--- config.mk ---
export PLATFORM = sky130hd
export DESIGN_NAME = rv32i_instruction_decoder
export DESIGN_NICKNAME = d
export VERILOG_FILES = /design/src/rvid_pkg.sv /design/src/rv32i_instruction_decoder.sv
export SDC_FILE = /design/constraint.sdc
export NUM_CORES = 1
export LEC_CHECK = 0
export CORE_AREA = 2 2 87 89
export DETAILED_ROUTE_END_ITERATION = 10
export DIE_AREA = 0 0 89 91
export DONT_BUFFER_PORTS = 1
export PLACE_DENSITY_LB_ADDON = 0.15
export SETUP_SLACK_MARGIN = 0.2
export SLEW_MARGIN = 10
export SYNTH_ARGS = -nofsm -noshare
export SYNTH_HDL_FRONTEND = slang
export SYNTH_SLANG_ARGS = --single-unit
--- constraint.sdc ---
create_clock -name clk -period 4.8 [get_ports clk]
set_clock_uncertainty 0.1 [all_clocks]
set_input_delay 1.44 -clock clk [delete_from_list [all_inputs] [get_ports clk]]
set_output_delay 1.44 -clock clk [all_outputs]
set_load 0.05 [all_outputs]
--- src/rvid_pkg.sv ---
package rvid_pkg;

  localparam int unsigned WORD_W = 32;
  localparam int unsigned CLS_W  = 4;
  localparam int unsigned KIND_W = 6;
  localparam int unsigned REG_W  = 5;

  localparam logic [6:0] OP_R      = 7'b0110011;
  localparam logic [6:0] OP_ARITH  = 7'b0010011;
  localparam logic [6:0] OP_LOAD   = 7'b0000011;
  localparam logic [6:0] OP_JALR   = 7'b1100111;
  localparam logic [6:0] OP_STORE  = 7'b0100011;
  localparam logic [6:0] OP_LUI    = 7'b0110111;
  localparam logic [6:0] OP_AUIPC  = 7'b0010111;
  localparam logic [6:0] OP_JAL    = 7'b1101111;
  localparam logic [6:0] OP_BRANCH = 7'b1100011;

  localparam logic [6:0] F7_BASE = 7'b0000000;
  localparam logic [6:0] F7_ALT  = 7'b0100000;

  localparam logic [2:0] F3_ADD  = 3'd0;
  localparam logic [2:0] F3_SLL  = 3'd1;
  localparam logic [2:0] F3_SLT  = 3'd2;
  localparam logic [2:0] F3_SLTU = 3'd3;
  localparam logic [2:0] F3_XOR  = 3'd4;
  localparam logic [2:0] F3_SR   = 3'd5;
  localparam logic [2:0] F3_OR   = 3'd6;
  localparam logic [2:0] F3_AND  = 3'd7;

  localparam logic [2:0] F3_B   = 3'd0;
  localparam logic [2:0] F3_H   = 3'd1;
  localparam logic [2:0] F3_W   = 3'd2;
  localparam logic [2:0] F3_BU  = 3'd4;
  localparam logic [2:0] F3_HU  = 3'd5;

  localparam logic [2:0] F3_BEQ  = 3'd0;
  localparam logic [2:0] F3_BNE  = 3'd1;
  localparam logic [2:0] F3_BLT  = 3'd4;
  localparam logic [2:0] F3_BGE  = 3'd5;
  localparam logic [2:0] F3_BLTU = 3'd6;
  localparam logic [2:0] F3_BGEU = 3'd7;

  typedef enum logic [CLS_W-1:0] {
    CLS_R      = 4'd0,
    CLS_ARITH  = 4'd1,
    CLS_LOAD   = 4'd2,
    CLS_JALR   = 4'd3,
    CLS_STORE  = 4'd4,
    CLS_UPPER  = 4'd5,
    CLS_JAL    = 4'd6,
    CLS_BRANCH = 4'd7,
    CLS_EXIT   = 4'd8
  } cls_t;

  typedef enum logic [KIND_W-1:0] {
    K_ADD = 6'd0, K_SUB = 6'd1, K_SLL = 6'd2, K_SLT = 6'd3, K_SLTU = 6'd4,
    K_XOR = 6'd5, K_SRL = 6'd6, K_SRA = 6'd7, K_OR = 6'd8, K_AND = 6'd9,
    K_ADDI = 6'd10, K_SLLI = 6'd11, K_SLTI = 6'd12, K_SLTIU = 6'd13,
    K_XORI = 6'd14, K_SRLI = 6'd15, K_SRAI = 6'd16, K_ORI = 6'd17,
    K_ANDI = 6'd18,
    K_LB = 6'd19, K_LH = 6'd20, K_LW = 6'd21, K_LBU = 6'd22, K_LHU = 6'd23,
    K_JALR = 6'd24,
    K_SB = 6'd25, K_SH = 6'd26, K_SW = 6'd27,
    K_LUI = 6'd28, K_AUIPC = 6'd29,
    K_JAL = 6'd30,
    K_BEQ = 6'd31, K_BNE = 6'd32, K_BLT = 6'd33, K_BGE = 6'd34,
    K_BLTU = 6'd35, K_BGEU = 6'd36
  } kind_t;

  typedef struct packed {
    cls_t              cls;
    kind_t             kind;
    logic              illegal;
    logic [REG_W-1:0]  rd;
    logic [REG_W-1:0]  rs1;
    logic [REG_W-1:0]  rs2;
    logic [WORD_W-1:0] imm;
  } dec_t;

endpackage

--- src/rv32i_instruction_decoder.sv ---
// rv32i instruction decoder
//
// input channel: in_valid / in_ready carry one 32-bit instruction word per
// beat. result channel: out_valid / out_ready carry the format class,
// instruction kind, illegal flag, rd / rs1 / rs2 and the reassembled
// immediate (zero-extended, upper format keeps bits 31:12).
//
// the word is captured in an input register, decoded by a short opcode /
// func3 / func7 selection and caught in the result register, which drives
// out_valid. throughput is one beat per cycle while the receiver takes
// results, set by the combinational decode between the two registers.
//
// when the receiver stalls the result register holds its beat and the
// input register can still take one more word, so the input side only
// backs up once both registers are full.
// reset clears both valid flags; the data registers are not reset.
module rv32i_instruction_decoder (
  input  logic                             clk,
  input  logic                             rst_n,
  input  logic                             in_valid,
  output logic                             in_ready,
  input  logic [rvid_pkg::WORD_W-1:0]      in_instruction_word,
  output logic                             out_valid,
  input  logic                             out_ready,
  output logic [rvid_pkg::CLS_W-1:0]       out_format_class,
  output logic [rvid_pkg::KIND_W-1:0]      out_instruction_kind,
  output logic                             out_illegal,
  output logic [rvid_pkg::REG_W-1:0]       out_dest_reg,
  output logic [rvid_pkg::REG_W-1:0]       out_source_reg_one,
  output logic [rvid_pkg::REG_W-1:0]       out_source_reg_two,
  output logic [rvid_pkg::WORD_W-1:0]      out_immediate
);

  logic                        in_valid_r;
  logic [rvid_pkg::WORD_W-1:0] word_r;
  logic                        out_valid_r;
  rvid_pkg::dec_t              dec_r;
  rvid_pkg::dec_t              dec_nxt;
  logic                        adv;

  logic [6:0] op;
  logic [2:0] f3;
  logic [6:0] f7;
  logic       bad;

  assign adv      = !out_valid_r || out_ready;
  assign in_ready = !in_valid_r || adv;

  assign op = word_r[6:0];
  assign f3 = word_r[14:12];
  assign f7 = word_r[31:25];

  always_comb begin
    dec_nxt = '0;
    dec_nxt.cls  = rvid_pkg::CLS_EXIT;
    dec_nxt.kind = rvid_pkg::K_ADD;
    bad = 1'b0;
    unique case (op)
      rvid_pkg::OP_R: begin
        dec_nxt.cls = rvid_pkg::CLS_R;
        dec_nxt.rd  = word_r[11:7];
        dec_nxt.rs1 = word_r[19:15];
        dec_nxt.rs2 = word_r[24:20];
        unique case (f3)
          rvid_pkg::F3_ADD: begin
            if (f7 == rvid_pkg::F7_BASE) dec_nxt.kind = rvid_pkg::K_ADD;
            else if (f7 == rvid_pkg::F7_ALT) dec_nxt.kind = rvid_pkg::K_SUB;
            else bad = 1'b1;
          end
          rvid_pkg::F3_SLL:  dec_nxt.kind = rvid_pkg::K_SLL;
          rvid_pkg::F3_SLT:  dec_nxt.kind = rvid_pkg::K_SLT;
          rvid_pkg::F3_SLTU: dec_nxt.kind = rvid_pkg::K_SLTU;
          rvid_pkg::F3_XOR:  dec_nxt.kind = rvid_pkg::K_XOR;
          rvid_pkg::F3_SR: begin
            if (f7 == rvid_pkg::F7_BASE) dec_nxt.kind = rvid_pkg::K_SRL;
            else if (f7 == rvid_pkg::F7_ALT) dec_nxt.kind = rvid_pkg::K_SRA;
            else bad = 1'b1;
          end
          rvid_pkg::F3_OR:   dec_nxt.kind = rvid_pkg::K_OR;
          default:           dec_nxt.kind = rvid_pkg::K_AND;
        endcase
      end
      rvid_pkg::OP_ARITH: begin
        dec_nxt.cls = rvid_pkg::CLS_ARITH;
        dec_nxt.rd  = word_r[11:7];
        dec_nxt.rs1 = word_r[19:15];
        dec_nxt.imm = {20'b0, word_r[31:20]};
        unique case (f3)
          rvid_pkg::F3_ADD:  dec_nxt.kind = rvid_pkg::K_ADDI;
          rvid_pkg::F3_SLL:  dec_nxt.kind = rvid_pkg::K_SLLI;
          rvid_pkg::F3_SLT:  dec_nxt.kind = rvid_pkg::K_SLTI;
          rvid_pkg::F3_SLTU: dec_nxt.kind = rvid_pkg::K_SLTIU;
          rvid_pkg::F3_XOR:  dec_nxt.kind = rvid_pkg::K_XORI;
          rvid_pkg::F3_SR: begin
            if (f7 == rvid_pkg::F7_BASE) dec_nxt.kind = rvid_pkg::K_SRLI;
            else if (f7 == rvid_pkg::F7_ALT) dec_nxt.kind = rvid_pkg::K_SRAI;
            else bad = 1'b1;
          end
          rvid_pkg::F3_OR:   dec_nxt.kind = rvid_pkg::K_ORI;
          default:           dec_nxt.kind = rvid_pkg::K_ANDI;
        endcase
      end
      rvid_pkg::OP_LOAD: begin
        dec_nxt.cls = rvid_pkg::CLS_LOAD;
        dec_nxt.rd  = word_r[11:7];
        dec_nxt.rs1 = word_r[19:15];
        dec_nxt.imm = {20'b0, word_r[31:20]};
        unique case (f3)
          rvid_pkg::F3_B:  dec_nxt.kind = rvid_pkg::K_LB;
          rvid_pkg::F3_H:  dec_nxt.kind = rvid_pkg::K_LH;
          rvid_pkg::F3_W:  dec_nxt.kind = rvid_pkg::K_LW;
          rvid_pkg::F3_BU: dec_nxt.kind = rvid_pkg::K_LBU;
          rvid_pkg::F3_HU: dec_nxt.kind = rvid_pkg::K_LHU;
          default:         bad = 1'b1;
        endcase
      end
      rvid_pkg::OP_JALR: begin
        // func3 is not checked here
        dec_nxt.cls  = rvid_pkg::CLS_JALR;
        dec_nxt.rd   = word_r[11:7];
        dec_nxt.rs1  = word_r[19:15];
        dec_nxt.imm  = {20'b0, word_r[31:20]};
        dec_nxt.kind = rvid_pkg::K_JALR;
      end
      rvid_pkg::OP_STORE: begin
        dec_nxt.cls = rvid_pkg::CLS_STORE;
        dec_nxt.rs1 = word_r[19:15];
        dec_nxt.rs2 = word_r[24:20];
        dec_nxt.imm = {20'b0, word_r[31:25], word_r[11:7]};
        unique case (f3)
          rvid_pkg::F3_B: dec_nxt.kind = rvid_pkg::K_SB;
          rvid_pkg::F3_H: dec_nxt.kind = rvid_pkg::K_SH;
          rvid_pkg::F3_W: dec_nxt.kind = rvid_pkg::K_SW;
          default:        bad = 1'b1;
        endcase
      end
      rvid_pkg::OP_LUI, rvid_pkg::OP_AUIPC: begin
        dec_nxt.cls  = rvid_pkg::CLS_UPPER;
        dec_nxt.rd   = word_r[11:7];
        dec_nxt.imm  = {word_r[31:12], 12'b0};
        dec_nxt.kind = (op == rvid_pkg::OP_LUI) ? rvid_pkg::K_LUI : rvid_pkg::K_AUIPC;
      end
      rvid_pkg::OP_JAL: begin
        dec_nxt.cls  = rvid_pkg::CLS_JAL;
        dec_nxt.rd   = word_r[11:7];
        dec_nxt.imm  = {11'b0, word_r[31], word_r[19:12], word_r[20],
                        word_r[30:21], 1'b0};
        dec_nxt.kind = rvid_pkg::K_JAL;
      end
      rvid_pkg::OP_BRANCH: begin
        dec_nxt.cls = rvid_pkg::CLS_BRANCH;
        dec_nxt.rs1 = word_r[19:15];
        dec_nxt.rs2 = word_r[24:20];
        dec_nxt.imm = {19'b0, word_r[31], word_r[7], word_r[30:25],
                       word_r[11:8], 1'b0};
        unique case (f3)
          rvid_pkg::F3_BEQ:  dec_nxt.kind = rvid_pkg::K_BEQ;
          rvid_pkg::F3_BNE:  dec_nxt.kind = rvid_pkg::K_BNE;
          rvid_pkg::F3_BLT:  dec_nxt.kind = rvid_pkg::K_BLT;
          rvid_pkg::F3_BGE:  dec_nxt.kind = rvid_pkg::K_BGE;
          rvid_pkg::F3_BLTU: dec_nxt.kind = rvid_pkg::K_BLTU;
          rvid_pkg::F3_BGEU: dec_nxt.kind = rvid_pkg::K_BGEU;
          default:           bad = 1'b1;
        endcase
      end
      default: begin
        dec_nxt.cls = rvid_pkg::CLS_EXIT;
      end
    endcase
    // func fields flagged as bad report kind zero
    if (bad) begin
      dec_nxt.kind = rvid_pkg::K_ADD;
    end
    dec_nxt.illegal = bad;
  end

  always_ff @(posedge clk) begin
    if (!rst_n) begin
      in_valid_r  <= 1'b0;
      out_valid_r <= 1'b0;
    end else begin
      if (in_ready) begin
        in_valid_r <= in_valid;
      end
      if (adv) begin
        out_valid_r <= in_valid_r;
      end
    end
  end

  always_ff @(posedge clk) begin
    if (in_valid && in_ready) begin
      word_r <= in_instruction_word;
    end
    if (adv && in_valid_r) begin
      dec_r <= dec_nxt;
    end
  end

  assign out_valid            = out_valid_r;
  assign out_format_class     = dec_r.cls;
  assign out_instruction_kind = dec_r.kind;
  assign out_illegal          = dec_r.illegal;
  assign out_dest_reg         = dec_r.rd;
  assign out_source_reg_one   = dec_r.rs1;
  assign out_source_reg_two   = dec_r.rs2;
  assign out_immediate        = dec_r.imm;

  // a held input beat moves to the result register once it frees up
  a_advance: assert property (@(posedge clk) disable iff (!rst_n)
    in_valid_r && adv |=> out_valid_r)
    else $error("decoded beat not moved to result register");

  // a stalled result with a full input register blocks the input side
  a_backpressure: assert property (@(posedge clk) disable iff (!rst_n)
    in_valid_r && out_valid_r && !out_ready |-> !in_ready)
    else $error("input accepted with both registers full");

  a_illegal_kind: assert property (@(posedge clk) disable iff (!rst_n)
    out_valid && out_illegal |-> out_instruction_kind == '0)
    else $error("illegal beat with nonzero kind");

  a_exit_clear: assert property (@(posedge clk) disable iff (!rst_n)
    out_valid && out_format_class == rvid_pkg::CLS_EXIT |->
      !out_illegal && out_dest_reg == '0 && out_source_reg_one == '0 &&
      out_source_reg_two == '0 && out_immediate == '0)
    else $error("unknown opcode beat carries fields");

  a_no_rd: assert property (@(posedge clk) disable iff (!rst_n)
    out_valid && (out_format_class == rvid_pkg::CLS_STORE ||
                  out_format_class == rvid_pkg::CLS_BRANCH) |->
      out_dest_reg == '0)
    else $error("store or branch with destination register");

endmodule
---- Word-level counts from Yosys, hierarchy flattened ----
Cells that the tools add are included.
word-level totals
  register bits ........................... 92
  output and inout bits ................... 60
cells by class
  equality and inequality tests ........... 17
  multiplexer cells ....................... 23
  reductions and logical operators ........ 17
operators by type and width
  operator              count
  $pmux W32 S5          1
  $pmux W6 S8           1
  $pmux W6 S7           1
  $pmux W6 S6           1
  $pmux W5 S7           1
  $pmux W4 S8           1
  $eq A7 B6 Y1 const B  4
  $pmux W5 S5           1
  $eq A7 B7 Y1 const B  3
  $pmux W5 S3           1
  $eq A7 B5 Y1 const B  2
  $eq A3 B3 Y1 const B  4
  $reduce_or A6 Y1      2
  $mux W1               10
  $mux W5               2
  $reduce_or A3 Y1      3
  $eq A7 B2 Y1 const B  1
  $logic_not A7 Y1      1
  $reduce_or A7 Y1      1
  $eq A3 B2 Y1 const B  2
  $mux W3               2
  $pmux W1 S5           1
  $reduce_or A5 Y1      1
  $reduce_or A2 Y1      2
  other kinds (5)       8

---- Longest topological paths before layout ----
  depth after elaboration ................. 5
  mapped depth ............................ 7
  depth with buffers taken out ............ 5

---- Worst setup path before layout ----
Ideal clock, no wire load.
  path kind ............................... input -> register
  start ................................... in out_ready
  end ..................................... reg dec_r (netlist bit out_dest_reg[0]) (enable)
  library setup time ...................... 0.481 ns
  arrival time ............................ 4.102 ns
  required time ........................... 4.219 ns
  setup slack ............................. 0.117 ns
  stages on the path ...................... 2
  path buffers ............................ 0
  path through ............................ nor2b_1 -> nor2b_1
on the way
  cells in the longest elaborated chain, start to end .. 2
ends and longest elaborated chain
  item                    line                              source
  start: declaration      rv32i_instruction_decoder.sv:24   input logic out_ready,
  $logic_or A1 B1 Y1      rv32i_instruction_decoder.sv:46   assign adv = !out_valid_r || out_ready;
  $logic_and A1 B1 Y1     rv32i_instruction_decoder.sv:195  if (adv && in_valid_r) begin
  end signal: assignment  rv32i_instruction_decoder.sv:196  dec_r <= dec_nxt;
  end: declaration        rv32i_instruction_decoder.sv:37   rvid_pkg::dec_t dec_r;
Every way passes these cells.
A chain may end at the register's enable or synchronous reset.

---- Worst setup path in the final report ----
  start ................................... in out_ready
  end ..................................... out in_ready
on the way
  cells in the longest elaborated chain, start to end .. 2
ends and longest elaborated chain
  item                line                             source
  $logic_or A1 B1 Y1  rv32i_instruction_decoder.sv:46
  $logic_or A1 B1 Y1  rv32i_instruction_decoder.sv:47  assign in_ready = !in_valid_r || adv;
  end: declaration    rv32i_instruction_decoder.sv:21  output logic in_ready,
Every way passes these cells.

==> implementation parameters <==
Parameter                              Value

Route
  Length of the first detailed-routing pass in iterations ... 4
  Routed vias ... 2143
  Iteration-0 DRC Markers ... 137
  Via-per-instance ratio ... 5.67
  Sum of routed wire length over all layers ... 6.65 mm
  Remaining design rule violation count ... 0
  Routed WL per cell ... 17.6 µm
  Antenna viol nets, final ... 0

Floorplan
  Placement Rows ... 31
  X dimension of the die ... 89 µm
  Floorplan die height ... 91 µm
  Number of I/O pins ... 96
  Total die area ... 8100 µm²
  Initial Util ... 54.2%
  Placeable core region ... 7140 µm²

STA
  Final-report max-slew violation count ... 0
  Tightest hold margin ... 0.430 ns
  Highest Clock Rate ... 273 MHz
  Post-route minimum period ... 3.67 ns
  Unrepaired setup endpoints after global routing ... false
  Worst slew margin relative to its limit ... 44.4%
  Worst-Margin Slew ... 0.830 ns
  Count of final hold-check violations ... 0
  Final worst-path cycle share ... 76.4%
  Number of setup violations in the final report ... 0
  Final worst-path setup slack ... 1.13 ns
  Setup TNS ... 0 ns

Power
  Worst vdd rail ir drop ... 0.000225 V
  PwrDens ... 377 nW/µm²
  Fraction of power spent switching nets ... 26.6%
  Clock share of power ... 28.3%
  Sequential fraction of design power ... 67.9%
  Pwr Total ... 1.55 mW
  Combinational fraction of design power ... 3.8%
  Internal power consumption ... 1.14 mW
  Cell leakage power ... 1.35 nW
  Switching power summed over all nets ... 0.411 mW

Critical path
  Ordered list of cells on the worst path ... nor2b_1 -> nand2_1
  Number of buffers and inverters on the critical path ... 0
  Arrival time of the worst setup path ... 2.13 ns
  Kind of cell adding the most delay to the critical path ... simple AND/OR/NAND/NOR gates
  Required time reported for the critical path endpoint ... 3.26 ns
  CP Launch Type ... primary input
  Standard cell with the maximum stage delay on the critical path ... sky130_fd_sc_hd__nand2_1
  Sort of element at the end of the critical path ... output port
  Worst-path fanout max ... 4
  Maximum cell stage delay along the critical path ... 0.40 ns
  Critical path class ... primary input to output port

CTS
  Buffers inserted during post-CTS setup optimization ... 0
  Clock tree from TritonCTS ... done
  Number of hold-repair buffers added at the cts stage ... 0
  CTS clock-pin slew for the worst setup and hold paths ... 0.08 ns
  Worst-case clock buffer depth ... 2
  Clock latency of the later-clocked register in the worst-skew pair ... 0.35 ns
  Number of buffers created by CTS ... 9
  Cell at the root of the clock tree ... sky130_fd_sc_hd__clkbuf_8
  H-tree depth reported by CTS ... 3
  CTS resizes ... 0
  # clock sinks ... 92

Synth
  Yosys synthesis warning count ... 0
  Predominant post-synthesis flop cell ... sky130_fd_sc_hd__edfxtp_1
  Netlist cell types ... 51
  Portion of the post-synthesis area used by sequential elements ... 71.0%
  Post-Synthesis Mean Instance Area ... 14.2 µm²
  Post-synth design cell area ... 3860 µm²
  FFs w/ async S/R, synth ... 0%
  Number of enable-type register cells in the synthesized netlist ... 90
  Number of flip-flops and latches in the synthesized netlist ... 92
  Nets in the synthesized netlist ... 308
  Mapped Cells ... 272

Place
  Final RePlAce weighted congestion ... 0.895
  Estimated wirelength of the detail-placed design ... 4.64 mm
  Post-Place Setup Slack ... 1.11 ns
  IO buf count ... 0
  Placed Area ... 3930 µm²

Global routing
  GRT Overall Usage ... 17.4%
  Initial antenna violation count ... 0
  Global route total overflow ... 0
  Via count of the first global-routing pass ... 1958
  Maximum number of pins on one net before global-route repair ... 33
  Wire length of the first global-routing pass ... 10.3 mm

Cells and area
  Number of antenna diodes ... 0
  Area growth from synthesis to final layout ... 6.09%
  Total Nets Final ... 310
  Layout Cell Area excl Fill ... 4100 µm²
  Share of cells above drive strength 1 ... 10.8%
  Top library cells by usage in the layout, fill and taps aside ... 90 x sky130_fd_sc_hd__edfxtp_1, 38 x sky130_fd_sc_hd__and2_1, 19 x sky130_fd_sc_hd__nor2_1
  Most common cell after layout, fill and taps aside ... sky130_fd_sc_hd__edfxtp_1

Run
  Count of maximum capacitance violations ... 0

Hold path
  Hold/Removal Path Class ... register to register

Status
  Run status ... finished clean
## metal layers
| layer | GRT usage, % | vias up | wire length [µm] |
|---|---|---|---|
| met5 | 0 | - | 0 |
| li1 | - | 1025 | - |
| met4 | 7.84 | 0 | 162 |
| met2 | 25.7 | 100 | 3230 |
| met1 | 23.8 | 1004 | 2860 |
| met3 | 5.27 | 14 | 401 |
## final timing paths
path | startpoint | endpoint | slack, ns | depth (start not counted)
max reg2reg | word_r[6] | out_instruction_kind[4] | 2.33 | 5
max | out_ready | in_ready | 1.13 | 2
min | in_valid_r | out_valid | 0.43 | 1
min reg2reg | in_valid_r | out_valid | 0.43 | 1
## cells in the mapped netlist (3+ instances only)
master / instances / area share, %
sky130_fd_sc_hd__buf_6: 3 / 0.87
sky130_fd_sc_hd__a31oi_1: 3 / 0.49
sky130_fd_sc_hd__inv_1: 4 / 0.39
sky130_fd_sc_hd__nor3_1: 7 / 0.91
sky130_fd_sc_hd__nand3_1: 5 / 0.65
sky130_fd_sc_hd__and2_1: 39 / 6.3
sky130_fd_sc_hd__nor2b_1: 5 / 0.81
sky130_fd_sc_hd__nand2_1: 17 / 1.7
sky130_fd_sc_hd__edfxtp_1: 90 / 70
sky130_fd_sc_hd__clkbuf_1: 3 / 0.29
sky130_fd_sc_hd__o31ai_1: 3 / 0.58
sky130_fd_sc_hd__a21oi_1: 9 / 1.2
sky130_fd_sc_hd__buf_2: 4 / 0.52
sky130_fd_sc_hd__o21ai_0: 6 / 0.78
sky130_fd_sc_hd__nor2_1: 19 / 1.8
sky130_fd_sc_hd__nand2b_1: 5 / 0.81
sky130_fd_sc_hd__a22o_1: 7 / 1.6
## cell type report
cell class	count	area, µm²
flip-flops and latches	92	2740
clock inverters	6	38.8
fillers	598	3040
repair buffers	2	15.0
well taps	99	124
multi-input cells	164	1030
clock buffers	10	128
inverters	5	18.8
## kinds of logic after synthesis
family | share of synthesized area, %
AOI/OAI and AO/OA | 9.74
buffers and inverters | 2.52
DFF | 71.0
and+or+nand+nor | 16.8
## metrics by stage
step / utilization [%] / std cells
after detailed placement: 55.1 / 362
final: 57.5 / 378
after global routing: 57.5 / 378
after CTS: 57.5 / 378
after global placement: 55.1 / 362
after floorplan: - / 272
## power by group through the flow
stage / logic [mW] / registers [mW] / clock network [mW]
after global placement: 0.0585 / 1.07 / 0
after CTS: 0.0598 / 1.05 / 0.451
after floorplan: 0.0571 / 1.05 / 0
final: 0.0590 / 1.05 / 0.438
after global routing: 0.0673 / 1.06 / 0.483
after detailed placement: 0.0597 / 1.07 / 0
Power figures use the tool's default switching activity.
